**src/design/tlam_pkg.sv**
```systemverilog
// Shared types, codes and reset defaults for the tank level alarm monitor.
`default_nettype none

package tlam_pkg;

  localparam int COUNT_BITS_DEF = 8;
  localparam int TIMER_BITS_DEF = 16;

  // Config port
  localparam int ADDR_BITS = 5;
  localparam int DATA_BITS = 32;
  localparam int REG_IDX_BITS = 3;

  localparam logic [REG_IDX_BITS-1:0] REG_WINDOW    = 3'd0;
  localparam logic [REG_IDX_BITS-1:0] REG_THRESHOLD = 3'd1;
  localparam logic [REG_IDX_BITS-1:0] REG_INTERVAL  = 3'd2;
  localparam logic [REG_IDX_BITS-1:0] REG_REP_ACKED = 3'd3;
  localparam logic [REG_IDX_BITS-1:0] REG_REP_UNACK = 3'd4;

  localparam logic [7:0]  WINDOW_RST    = 8'd100;
  localparam logic [7:0]  THRESHOLD_RST = 8'd75;
  localparam logic [15:0] INTERVAL_RST  = 16'd120;   // 2 minutes
  localparam logic [15:0] REP_ACKED_RST = 16'd3600;  // 1 hour
  localparam logic [15:0] REP_UNACK_RST = 16'd600;   // 10 minutes

  // Item kinds
  localparam logic [1:0] CMD_TICK   = 2'd0;
  localparam logic [1:0] CMD_SAMPLE = 2'd1;
  localparam logic [1:0] CMD_RADIO  = 2'd2;

  // Levels
  localparam logic [1:0] LVL_LOW  = 2'd0;
  localparam logic [1:0] LVL_GOOD = 2'd1;
  localparam logic [1:0] LVL_HIGH = 2'd2;

  // Display pulse codes
  localparam logic [1:0] SHOW_NONE = 2'd0;
  localparam logic [1:0] SHOW_LOW  = 2'd1;
  localparam logic [1:0] SHOW_GOOD = 2'd2;
  localparam logic [1:0] SHOW_HIGH = 2'd3;

  // Report request codes
  localparam logic [1:0] REP_NONE = 2'd0;
  localparam logic [1:0] REP_LOW  = 2'd1;
  localparam logic [1:0] REP_HIGH = 2'd2;

  typedef enum logic [1:0] {
    PH_FIRST = 2'd0,
    PH_RADIO = 2'd1,
    PH_WAIT  = 2'd2,
    PH_CHECK = 2'd3
  } phase_t;

  typedef struct packed {
    logic [7:0]  window_length;
    logic [7:0]  vote_threshold;
    logic [15:0] check_interval;
    logic [15:0] repeat_acked;
    logic [15:0] repeat_unacked;
  } cfg_t;

  typedef struct packed {
    logic [1:0] report_request;
    logic [1:0] show_level;
    logic       want_samples;
    logic       link_error;
    logic [1:0] current_level;
  } result_t;

endpackage

`default_nettype wire

```
**src/design/tlam_cfg.sv**
```systemverilog
// APB-style configuration register file.
`default_nettype none

module tlam_cfg
  import tlam_pkg::*;
(
  input  wire logic                 clk,
  input  wire logic                 rst_n,
  input  wire logic                 psel,
  input  wire logic                 penable,
  input  wire logic                 pwrite,
  input  wire logic [ADDR_BITS-1:0] paddr,
  input  wire logic [DATA_BITS-1:0] pwdata,
  output logic      [DATA_BITS-1:0] prdata,
  output logic                      pready,
  output cfg_t                      cfg
);

  cfg_t                    cfg_r;
  logic                    wr_en;
  logic [REG_IDX_BITS-1:0] reg_idx;

  assign pready  = 1'b1;
  assign wr_en   = psel & penable & pwrite;
  assign reg_idx = paddr[ADDR_BITS-1:2];
  assign cfg     = cfg_r;

  always_ff @(posedge clk) begin
    if (!rst_n) begin
      cfg_r.window_length  <= WINDOW_RST;
      cfg_r.vote_threshold <= THRESHOLD_RST;
      cfg_r.check_interval <= INTERVAL_RST;
      cfg_r.repeat_acked   <= REP_ACKED_RST;
      cfg_r.repeat_unacked <= REP_UNACK_RST;
    end else if (wr_en) begin
      case (reg_idx)
        REG_WINDOW:    cfg_r.window_length  <= pwdata[7:0];
        REG_THRESHOLD: cfg_r.vote_threshold <= pwdata[7:0];
        REG_INTERVAL:  cfg_r.check_interval <= pwdata[15:0];
        REG_REP_ACKED: cfg_r.repeat_acked   <= pwdata[15:0];
        REG_REP_UNACK: cfg_r.repeat_unacked <= pwdata[15:0];
        default: ;
      endcase
    end
  end

  always_comb begin
    case (reg_idx)
      REG_WINDOW:    prdata = {24'd0, cfg_r.window_length};
      REG_THRESHOLD: prdata = {24'd0, cfg_r.vote_threshold};
      REG_INTERVAL:  prdata = {16'd0, cfg_r.check_interval};
      REG_REP_ACKED: prdata = {16'd0, cfg_r.repeat_acked};
      REG_REP_UNACK: prdata = {16'd0, cfg_r.repeat_unacked};
      default:       prdata = '0;
    endcase
  end

endmodule

`default_nettype wire

```
**src/design/tlam_core.sv**
```systemverilog
// Monitor state registers and single-pass next-state / result logic.
`default_nettype none

module tlam_core
  import tlam_pkg::*;
#(
  parameter int COUNT_BITS = COUNT_BITS_DEF,
  parameter int TIMER_BITS = TIMER_BITS_DEF
) (
  input  wire logic       clk,
  input  wire logic       rst_n,
  input  wire logic       in_fire,
  input  wire logic [1:0] in_cmd,
  input  wire logic       in_low_wet,
  input  wire logic       in_high_wet,
  input  wire logic       in_acked,
  input  wire cfg_t       cfg,
  output result_t         res
);

  // compare widths wide enough for both counter and register
  localparam int KW = (COUNT_BITS > 8) ? COUNT_BITS : 8;
  localparam int TW = (TIMER_BITS > 16) ? TIMER_BITS : 16;
  localparam logic [COUNT_BITS-1:0] CMAX = {COUNT_BITS{1'b1}};
  localparam logic [TIMER_BITS-1:0] TMAX = {TIMER_BITS{1'b1}};

  phase_t                phase_r, phase_nxt;
  logic [COUNT_BITS-1:0] low_cnt_r, low_cnt_nxt;
  logic [COUNT_BITS-1:0] high_cnt_r, high_cnt_nxt;
  logic [COUNT_BITS-1:0] samp_cnt_r, samp_cnt_nxt;
  logic [1:0]            last_level_r, last_level_nxt;
  logic                  last_ack_r, last_ack_nxt;
  logic                  err_r, err_nxt;
  logic [TIMER_BITS-1:0] intv_cnt_r, intv_cnt_nxt;
  logic [TIMER_BITS-1:0] elapsed_r, elapsed_nxt;

  logic [1:0]            report;
  logic [1:0]            show;
  logic [1:0]            lvl;
  logic                  lo_trig;
  logic                  hi_trig;
  logic                  win_done;
  logic                  timed_out;
  logic [15:0]           rep_time;
  logic [TIMER_BITS-1:0] intv_inc;

  always_ff @(posedge clk) begin
    if (!rst_n) begin
      phase_r      <= PH_FIRST;
      low_cnt_r    <= '0;
      high_cnt_r   <= '0;
      samp_cnt_r   <= '0;
      last_level_r <= LVL_GOOD;
      last_ack_r   <= 1'b0;
      err_r        <= 1'b0;
      intv_cnt_r   <= '0;
      elapsed_r    <= '0;
    end else if (in_fire) begin
      phase_r      <= phase_nxt;
      low_cnt_r    <= low_cnt_nxt;
      high_cnt_r   <= high_cnt_nxt;
      samp_cnt_r   <= samp_cnt_nxt;
      last_level_r <= last_level_nxt;
      last_ack_r   <= last_ack_nxt;
      err_r        <= err_nxt;
      intv_cnt_r   <= intv_cnt_nxt;
      elapsed_r    <= elapsed_nxt;
    end
  end

  always_comb begin
    phase_nxt      = phase_r;
    low_cnt_nxt    = low_cnt_r;
    high_cnt_nxt   = high_cnt_r;
    samp_cnt_nxt   = samp_cnt_r;
    last_level_nxt = last_level_r;
    last_ack_nxt   = last_ack_r;
    err_nxt        = err_r;
    intv_cnt_nxt   = intv_cnt_r;
    elapsed_nxt    = elapsed_r;
    report         = REP_NONE;
    show           = SHOW_NONE;
    lvl            = LVL_GOOD;
    lo_trig        = 1'b0;
    hi_trig        = 1'b0;
    win_done       = 1'b0;
    timed_out      = 1'b0;
    rep_time       = last_ack_r ? cfg.repeat_acked : cfg.repeat_unacked;
    intv_inc       = (intv_cnt_r != TMAX) ? intv_cnt_r + 1'b1 : intv_cnt_r;

    case (in_cmd)
      CMD_TICK: begin
        if (phase_r == PH_WAIT || phase_r == PH_CHECK) begin
          if (elapsed_r != TMAX) elapsed_nxt = elapsed_r + 1'b1;
        end
        if (phase_r == PH_WAIT) begin
          intv_cnt_nxt = intv_inc;
          if (TW'(intv_inc) >= TW'(cfg.check_interval)) begin
            phase_nxt    = PH_CHECK;
            low_cnt_nxt  = '0;
            high_cnt_nxt = '0;
            samp_cnt_nxt = '0;
          end
        end
      end
      CMD_SAMPLE: begin
        if (phase_r == PH_FIRST || phase_r == PH_CHECK) begin
          if (in_low_wet && low_cnt_r != CMAX) low_cnt_nxt = low_cnt_r + 1'b1;
          if (in_high_wet && high_cnt_r != CMAX) high_cnt_nxt = high_cnt_r + 1'b1;
          if (samp_cnt_r != CMAX) samp_cnt_nxt = samp_cnt_r + 1'b1;
          win_done = (KW'(samp_cnt_nxt) >= KW'(cfg.window_length)) || (samp_cnt_nxt == CMAX);
          lo_trig  = KW'(low_cnt_nxt) > KW'(cfg.vote_threshold);
          hi_trig  = KW'(high_cnt_nxt) > KW'(cfg.vote_threshold);
          if (lo_trig && !hi_trig)      lvl = LVL_LOW;
          else if (hi_trig && !lo_trig) lvl = LVL_HIGH;
          else                          lvl = LVL_GOOD;
          if (win_done) begin
            if (phase_r == PH_FIRST) begin
              last_level_nxt = lvl;
              if (lvl == LVL_LOW) begin
                show      = SHOW_LOW;
                report    = REP_LOW;
                phase_nxt = PH_RADIO;
              end else if (lvl == LVL_HIGH) begin
                show      = SHOW_HIGH;
                report    = REP_HIGH;
                phase_nxt = PH_RADIO;
              end else begin
                show         = SHOW_GOOD;
                last_ack_nxt = 1'b0;
                phase_nxt    = PH_WAIT;
                intv_cnt_nxt = '0;
                elapsed_nxt  = '0;
              end
            end else begin
              timed_out = (last_level_r != LVL_GOOD) && (TW'(elapsed_r) >= TW'(rep_time));
              if (lvl != last_level_r || timed_out) begin
                phase_nxt    = PH_FIRST;
                low_cnt_nxt  = '0;
                high_cnt_nxt = '0;
                samp_cnt_nxt = '0;
              end else begin
                phase_nxt    = PH_WAIT;
                intv_cnt_nxt = '0;
              end
            end
          end
        end
      end
      CMD_RADIO: begin
        if (phase_r == PH_RADIO) begin
          last_ack_nxt = in_acked;
          err_nxt      = ~in_acked;
          phase_nxt    = PH_WAIT;
          intv_cnt_nxt = '0;
          elapsed_nxt  = '0;
        end
      end
      default: ;  // unknown kind: status only
    endcase

    res.report_request = report;
    res.show_level     = show;
    res.want_samples   = (phase_nxt == PH_FIRST) || (phase_nxt == PH_CHECK);
    res.link_error     = err_nxt;
    res.current_level  = last_level_nxt;
  end

endmodule

`default_nettype wire

```
**src/design/tlam_outbuf.sv**
```systemverilog
// Two-entry output buffer: result register plus skid register.
`default_nettype none

module tlam_outbuf
  import tlam_pkg::*;
(
  input  wire logic    clk,
  input  wire logic    rst_n,
  input  wire logic    push,
  input  wire result_t push_data,
  output logic         push_ready,
  output logic         out_valid,
  input  wire logic    out_ready,
  output result_t      out_data
);

  logic    out_valid_r;
  logic    skid_valid_r;
  result_t out_data_r;
  result_t skid_data_r;
  logic    pop;

  assign pop        = out_valid_r & out_ready;
  assign push_ready = ~skid_valid_r;
  assign out_valid  = out_valid_r;
  assign out_data   = out_data_r;

  always_ff @(posedge clk) begin
    if (!rst_n) begin
      out_valid_r  <= 1'b0;
      skid_valid_r <= 1'b0;
    end else if (!out_valid_r || pop) begin
      if (skid_valid_r) begin
        out_valid_r  <= 1'b1;
        skid_valid_r <= 1'b0;
      end else begin
        out_valid_r  <= push;
      end
    end else if (push) begin
      skid_valid_r <= 1'b1;
    end
  end

  always_ff @(posedge clk) begin
    if (!out_valid_r || pop) begin
      out_data_r <= skid_valid_r ? skid_data_r : push_data;
    end else if (push) begin
      skid_data_r <= push_data;
    end
  end

endmodule

`default_nettype wire

```
**src/design/tank_level_alarm_monitor_top.sv**
```systemverilog
// Top level of the tank level alarm monitor: config regs, core and output buffer.
// A result is registered at its input transfer: in the result register, or in the skid register while a result stalls.
// Throughput: one item per cycle while the skid register is free; the core state updates in a single pass per item.
// A two-entry output buffer keeps input ready for one more item while a result stalls.
// Reset (rst_n, synchronous, active low): first sampling window, level good,
// counters and timers cleared, registers at their defaults, output buffer empty.
`default_nettype none

module tank_level_alarm_monitor_top
  import tlam_pkg::*;
#(
  parameter int COUNT_BITS = COUNT_BITS_DEF,  // vote and sample counter width
  parameter int TIMER_BITS = TIMER_BITS_DEF   // seconds counter width
) (
  input  wire logic                 clk,
  input  wire logic                 rst_n,
  // input item channel
  input  wire logic                 in_valid,
  output logic                      in_ready,
  input  wire logic [1:0]           in_cmd,
  input  wire logic                 in_low_wet,
  input  wire logic                 in_high_wet,
  input  wire logic                 in_acked,
  // result channel
  output logic                      out_valid,
  input  wire logic                 out_ready,
  output logic      [1:0]           out_report_request,
  output logic      [1:0]           out_show_level,
  output logic                      out_want_samples,
  output logic                      out_link_error,
  output logic      [1:0]           out_current_level,
  // configuration port
  input  wire logic                 psel,
  input  wire logic                 penable,
  input  wire logic                 pwrite,
  input  wire logic [ADDR_BITS-1:0] paddr,
  input  wire logic [DATA_BITS-1:0] pwdata,
  output logic      [DATA_BITS-1:0] prdata,
  output logic                      pready
);

  cfg_t    cfg;
  result_t core_res;
  result_t out_res;
  logic    in_fire;

  // an item transfers whenever it is valid and the skid stage is free
  assign in_fire = in_valid & in_ready;

  tlam_cfg u_cfg (
    .clk     (clk),
    .rst_n   (rst_n),
    .psel    (psel),
    .penable (penable),
    .pwrite  (pwrite),
    .paddr   (paddr),
    .pwdata  (pwdata),
    .prdata  (prdata),
    .pready  (pready),
    .cfg     (cfg)
  );

  // state registers update at the transfer; result is computed the same pass
  tlam_core #(
    .COUNT_BITS (COUNT_BITS),
    .TIMER_BITS (TIMER_BITS)
  ) u_core (
    .clk         (clk),
    .rst_n       (rst_n),
    .in_fire     (in_fire),
    .in_cmd      (in_cmd),
    .in_low_wet  (in_low_wet),
    .in_high_wet (in_high_wet),
    .in_acked    (in_acked),
    .cfg         (cfg),
    .res         (core_res)
  );

  // result register + skid register
  tlam_outbuf u_outbuf (
    .clk        (clk),
    .rst_n      (rst_n),
    .push       (in_fire),
    .push_data  (core_res),
    .push_ready (in_ready),
    .out_valid  (out_valid),
    .out_ready  (out_ready),
    .out_data   (out_res)
  );

  assign out_report_request = out_res.report_request;
  assign out_show_level     = out_res.show_level;
  assign out_want_samples   = out_res.want_samples;
  assign out_link_error     = out_res.link_error;
  assign out_current_level  = out_res.current_level;

  // a report always leaves the sampling window for the radio wait
  a_report_no_window: assert property (@(posedge clk) disable iff (!rst_n)
    (out_valid && out_report_request != REP_NONE) |-> !out_want_samples)
    else $error("report issued while still sampling");

  // a report comes only with a first-window decision shown
  a_report_has_show: assert property (@(posedge clk) disable iff (!rst_n)
    (out_valid && out_report_request != REP_NONE) |-> (out_show_level != SHOW_NONE))
    else $error("report without level display");

  // good level is never reported
  a_good_no_report: assert property (@(posedge clk) disable iff (!rst_n)
    (out_valid && out_show_level == SHOW_GOOD) |-> (out_report_request == REP_NONE))
    else $error("good level reported");

  // a high report matches the current level
  a_report_level: assert property (@(posedge clk) disable iff (!rst_n)
    (out_valid && out_report_request == REP_HIGH) |-> (out_current_level == LVL_HIGH))
    else $error("high report with other level");

  // input stalls only while both buffer entries hold results
  a_stall_full: assert property (@(posedge clk) disable iff (!rst_n)
    !in_ready |-> out_valid)
    else $error("input stalled with empty output");

endmodule

`default_nettype wire
```
**config.mk**
```make
export PLATFORM = sky130hd
export DESIGN_NAME = tank_level_alarm_monitor_top
export DESIGN_NICKNAME = d
export VERILOG_FILES = /design/src/design/tlam_pkg.sv /design/src/design/tlam_cfg.sv /design/src/design/tlam_core.sv /design/src/design/tlam_outbuf.sv /design/src/design/tank_level_alarm_monitor_top.sv
export SDC_FILE = /design/constraint.sdc
export NUM_CORES = 1
export LEC_CHECK = 0
export ABC_AREA = 1
export BUFFER_PORTS_ARGS = -buffer_cell sky130_fd_sc_hd__buf_2
export CAP_MARGIN = 40
export CORE_MARGIN = 5
export CORE_UTILIZATION = 54
export DETAILED_ROUTE_END_ITERATION = 16
export PLACE_DENSITY = 0.85
export SYNTH_ARGS = -nofsm -noshare
export SYNTH_HDL_FRONTEND = slang
export SYNTH_SLANG_ARGS = --single-unit
```
**constraint.sdc**
```tcl
create_clock -name clk -period 3.7 [get_ports clk]
set_input_delay 0.555 -clock clk [delete_from_list [all_inputs] [get_ports clk]]
set_output_delay 0.555 -clock clk [all_outputs]
set_load 0.01 [all_outputs]
```
==> results.toml <==
[run]
maxCapViolCount = 0

[die]
core_sq_um = 15940
fp.dieH_um = 137.7
io_pins = 92
die_area_sq_um = 18960
fp-row-count = 46
start_util_pct = 55.23
die_x_um = 137.7

[sta]
tns_ps = -7963
slew_viol_final = 0
rsz0062_at_grt = "yes"
setup_viol = 59
fin_crit_ps = 3956
fmax_mhz = 252.8
worst_pin_slew_ps = 728.6
hold_slack_ps = 359.7
timing_hold_violations_final = 0
setup_slack_ps = -256.5
fin_skew_ps = 12.23
max_slew_margin_pct = 51.25
finalCritPeriodShare_pct = 106.9

[run_status]
outcome = "complete, but fails checks"
violations = "negative setup slack"

[worst_setup_path]
rrSetupSlack_ps = -260
reg2regPathDepth = 25
crit_type = "register to register"
crit_slowest_cell = "dfxtp_2"
max_stage_delay_ps = 340
start_kind = "register"
rr_startpoint = "u_core.high_cnt_r[0]$_SDFFE_PN0P_"
crit_required_ps = 4030
crit_start = "u_core.high_cnt_r[0]$_SDFFE_PN0P_"
critPathCaptureType = "register"
critPathArrivalTime_ps = 4290
r2r-end = "u_core.elapsed_r[8]$_SDFFE_PN0P_"
path_max_fanout = 5

[global_route]
grt_use_met3_pct = 5.880
grt_pass1_vias = 8186
grt_pass1_wl_mm = 40.14
grt-busiest-layer = "met2"
use_met2_pct = 43.66
grtUsageMet1_pct = 34.42
track_usage_pct = 26.63
overflow = 0
grt_max_degree = 62
antenna_found_initial = 0

[layout]
instances_no_fill = 1573
finish.net_count = 1466
syn2layout_area_growth_pct = 23.82
antenna_cells = 0
layout-drive-gt1-share_pct = 21.00

[yosys]
ys_types = 58
synth_fa_ha_area_share_pct = 10.37
syn_inst = 1222
ys.flop_type = "dfxtp_1"
yosys.area_share.xor_xnor_pct = 2.686
synthMuxAreaShare_pct = 0.2274
synth-compound-area-share_pct = 18.89
synth-seq-cells = 144
avgSynthCellArea_sq_um = 7.205
synth-edff-count = 16
async_flop_share_pct = 0
yosys_warnings = 0
synthesis.area_sq_um = 8805
synth_simple_gate_area_share_pct = 23.15
ys_seq_area_share_pct = 34.56
synth_top_family_by_area = "simple AND/OR/NAND/NOR gates"

[clock_tree]
cts_hold_buf = 0
path_clk_slew_ps = 70
cts_made_buffers = 17
root_buffer = "clkbuf_16"
cts_max_level = 4
clock_latency_ps = 440
cts_buffer_depth = 2
cts_num_sinks = 144
cts_tree = "done"

[power]
peakVddDrop_mv = 0.3586
p_leak_nw = 4.852
powerDensity_nw_per_um2 = 347.5

[detailed_routing]
wl_mm = 25.73
drtIter0Drc = 865
drc = 0
via_count = 8954
final_antenna_net_count = 0
wire_per_inst_um = 16.35
first_pass_iters = 10
via_per_inst = 5.692

[place]
dp_hpwl_mm = 16.77
post-place-cells = 1516
gp_congestion = 0.9558
portBuffers = 56

[hold_path]
hold_path_class = "input port to register"
min_delay_path_depth = 3
hp-start = "pwdata[11]"
whs_endpoint = "u_cfg.cfg[27]$_SDFFE_PN1P_"
-- timing repair --
item                                    CTS  global route
resized for setup                        55            58
pin swaps                                39            25
cloned                                    1             3
endpoints found under the setup margin   59            62
setup buffers                            15             6
-- per-stage QoR --
| step | utilization [%] | cell area (sq um) | setup slack, ps | power (mW) |
|---|---|---|---|---|
| 2_1_floorplan | - | 8899 | -34.76 | 1.924 |
| 3_5_place_dp | 60.32 | 9617 | -323.5 | 2.040 |
| 3_3_place_gp | 60.32 | 9617 | -235.3 | 2.028 |
| 6_report | 68.38 | 10900 | -256.5 | 3.788 |
| 5_1_grt | 68.38 | 10900 | -443.5 | 3.915 |
| 4_1_cts | 66.29 | 10570 | -127.3 | 3.764 |
-- layer usage --
metal | vias up | share of wire, %
met1 | 4159 | 41
met5 | - | 0
li1 | 4273 | -
met3 | 76 | 8.1
met4 | 0 | 2.7
met2 | 446 | 48
-- logic make-up after synthesis --
family | count (synthesis)
xor gates and xnor gates | 27
muxes | 2
DFF | 144
AOI/OAI and AO/OA | 288
adders and majority gates | 73
buffers and inverters | 211
and+or+nand+nor | 475
other | 2
-- flip-flops by register name, indices dropped and copies added (netlist names) --
signal,cells
u_outbuf.out_valid,1
u_core.phase_r,2
u_core.elapsed_r,16
u_outbuf.skid_data_r,8
u_core.intv_cnt_r,16
u_core.last_ack_r,1
u_core.samp_cnt_r,8
u_outbuf.skid_valid_r,1
u_cfg.cfg,64
u_core.err_r,1
u_core.low_cnt_r,8
u_core.high_cnt_r,8
u_core.last_level_r,2
u_outbuf.out_data,8
-- synthesized netlist by cell type, drive strengths merged, types with 12 or more instances --
cell | instances | share of area, %
inv | 155 | 6.7
o21ai | 105 | 6.4
a211oi | 12 | 1.1
edfxtp | 16 | 5.5
clkbuf | 27 | 1.2
o211ai | 14 | 1.2
nor3 | 17 | 0.97
nor2 | 100 | 4.7
dfxtp | 128 | 29
xor2 | 18 | 1.8
ha | 73 | 10
nand2 | 283 | 13
buf | 25 | 2.0
nand3 | 55 | 3.5
a21oi | 122 | 6.9
-- report_power, final --
part | internal, mW | total, mW | switching [mW]
clock | 0.991 | 1.72 | 0.730
combinational | 0.150 | 0.433 | 0.283
sequential | 1.61 | 1.63 | 0.0216
total | 2.75 | 3.79 | 1.03
-- layout by cell type, fill, tap and decap left out, types with 13 or more instances in the layout --
cell type / n
edfxtp_1: 16
clkbuf_16: 20
buf_4: 69
o21ai_0: 89
inv_1: 147
o211ai_1: 14
nor2_1: 84
conb_1: 17
buf_2: 56
ha_1: 67
a21oi_2: 19
nand2_1: 265
nor3_1: 16
dfxtp_1: 124
xor2_1: 17
nand2_2: 13
nand3_1: 44
a21oi_1: 102
-- how the worst max path moves through the flow --
stage / to / slack [ps]
after floorplan: u_core.elapsed_r[11]$_SDFFE_PN0P_ / -30
after global placement: u_core.elapsed_r[8]$_SDFFE_PN0P_ / -240
after detailed placement: u_core.elapsed_r[8]$_SDFFE_PN0P_ / -320
after CTS: u_core.elapsed_r[12]$_SDFFE_PN0P_ / -130
after global routing: u_core.elapsed_r[8]$_SDFFE_PN0P_ / -440
final: u_core.elapsed_r[8]$_SDFFE_PN0P_ / -260
-- final cells by class --
| cell class | instances | area, sq um |
|---|---|---|
| multi-input cells | 882 | 5356 |
| repair inverters | 1 | 7.507 |
| clock buffers | 19 | 464.2 |
| fillers | 1224 | 5041 |
| inverters | 159 | 629.4 |
| clock inverters | 13 | 125.1 |
| flip-flops and latches | 144 | 3048 |
| repair buffers | 139 | 1001 |
| well taps | 216 | 270.3 |
-- worst max-delay path, delay by kind of cell, from the launching register on --
| kind | cells | cell delay (ps) |
|---|---|---|
| and+or+nand+nor | 10 | 930 |
| xor gates and xnor gates | 1 | 140 |
| adders and majority gates | 3 | 800 |
| AOI/OAI and AO/OA | 7 | 1080 |
| DFF | 1 | 340 |
| buffers and inverters | 4 | 570 |
No activity file was read; power rests on OpenSTA's default activity.
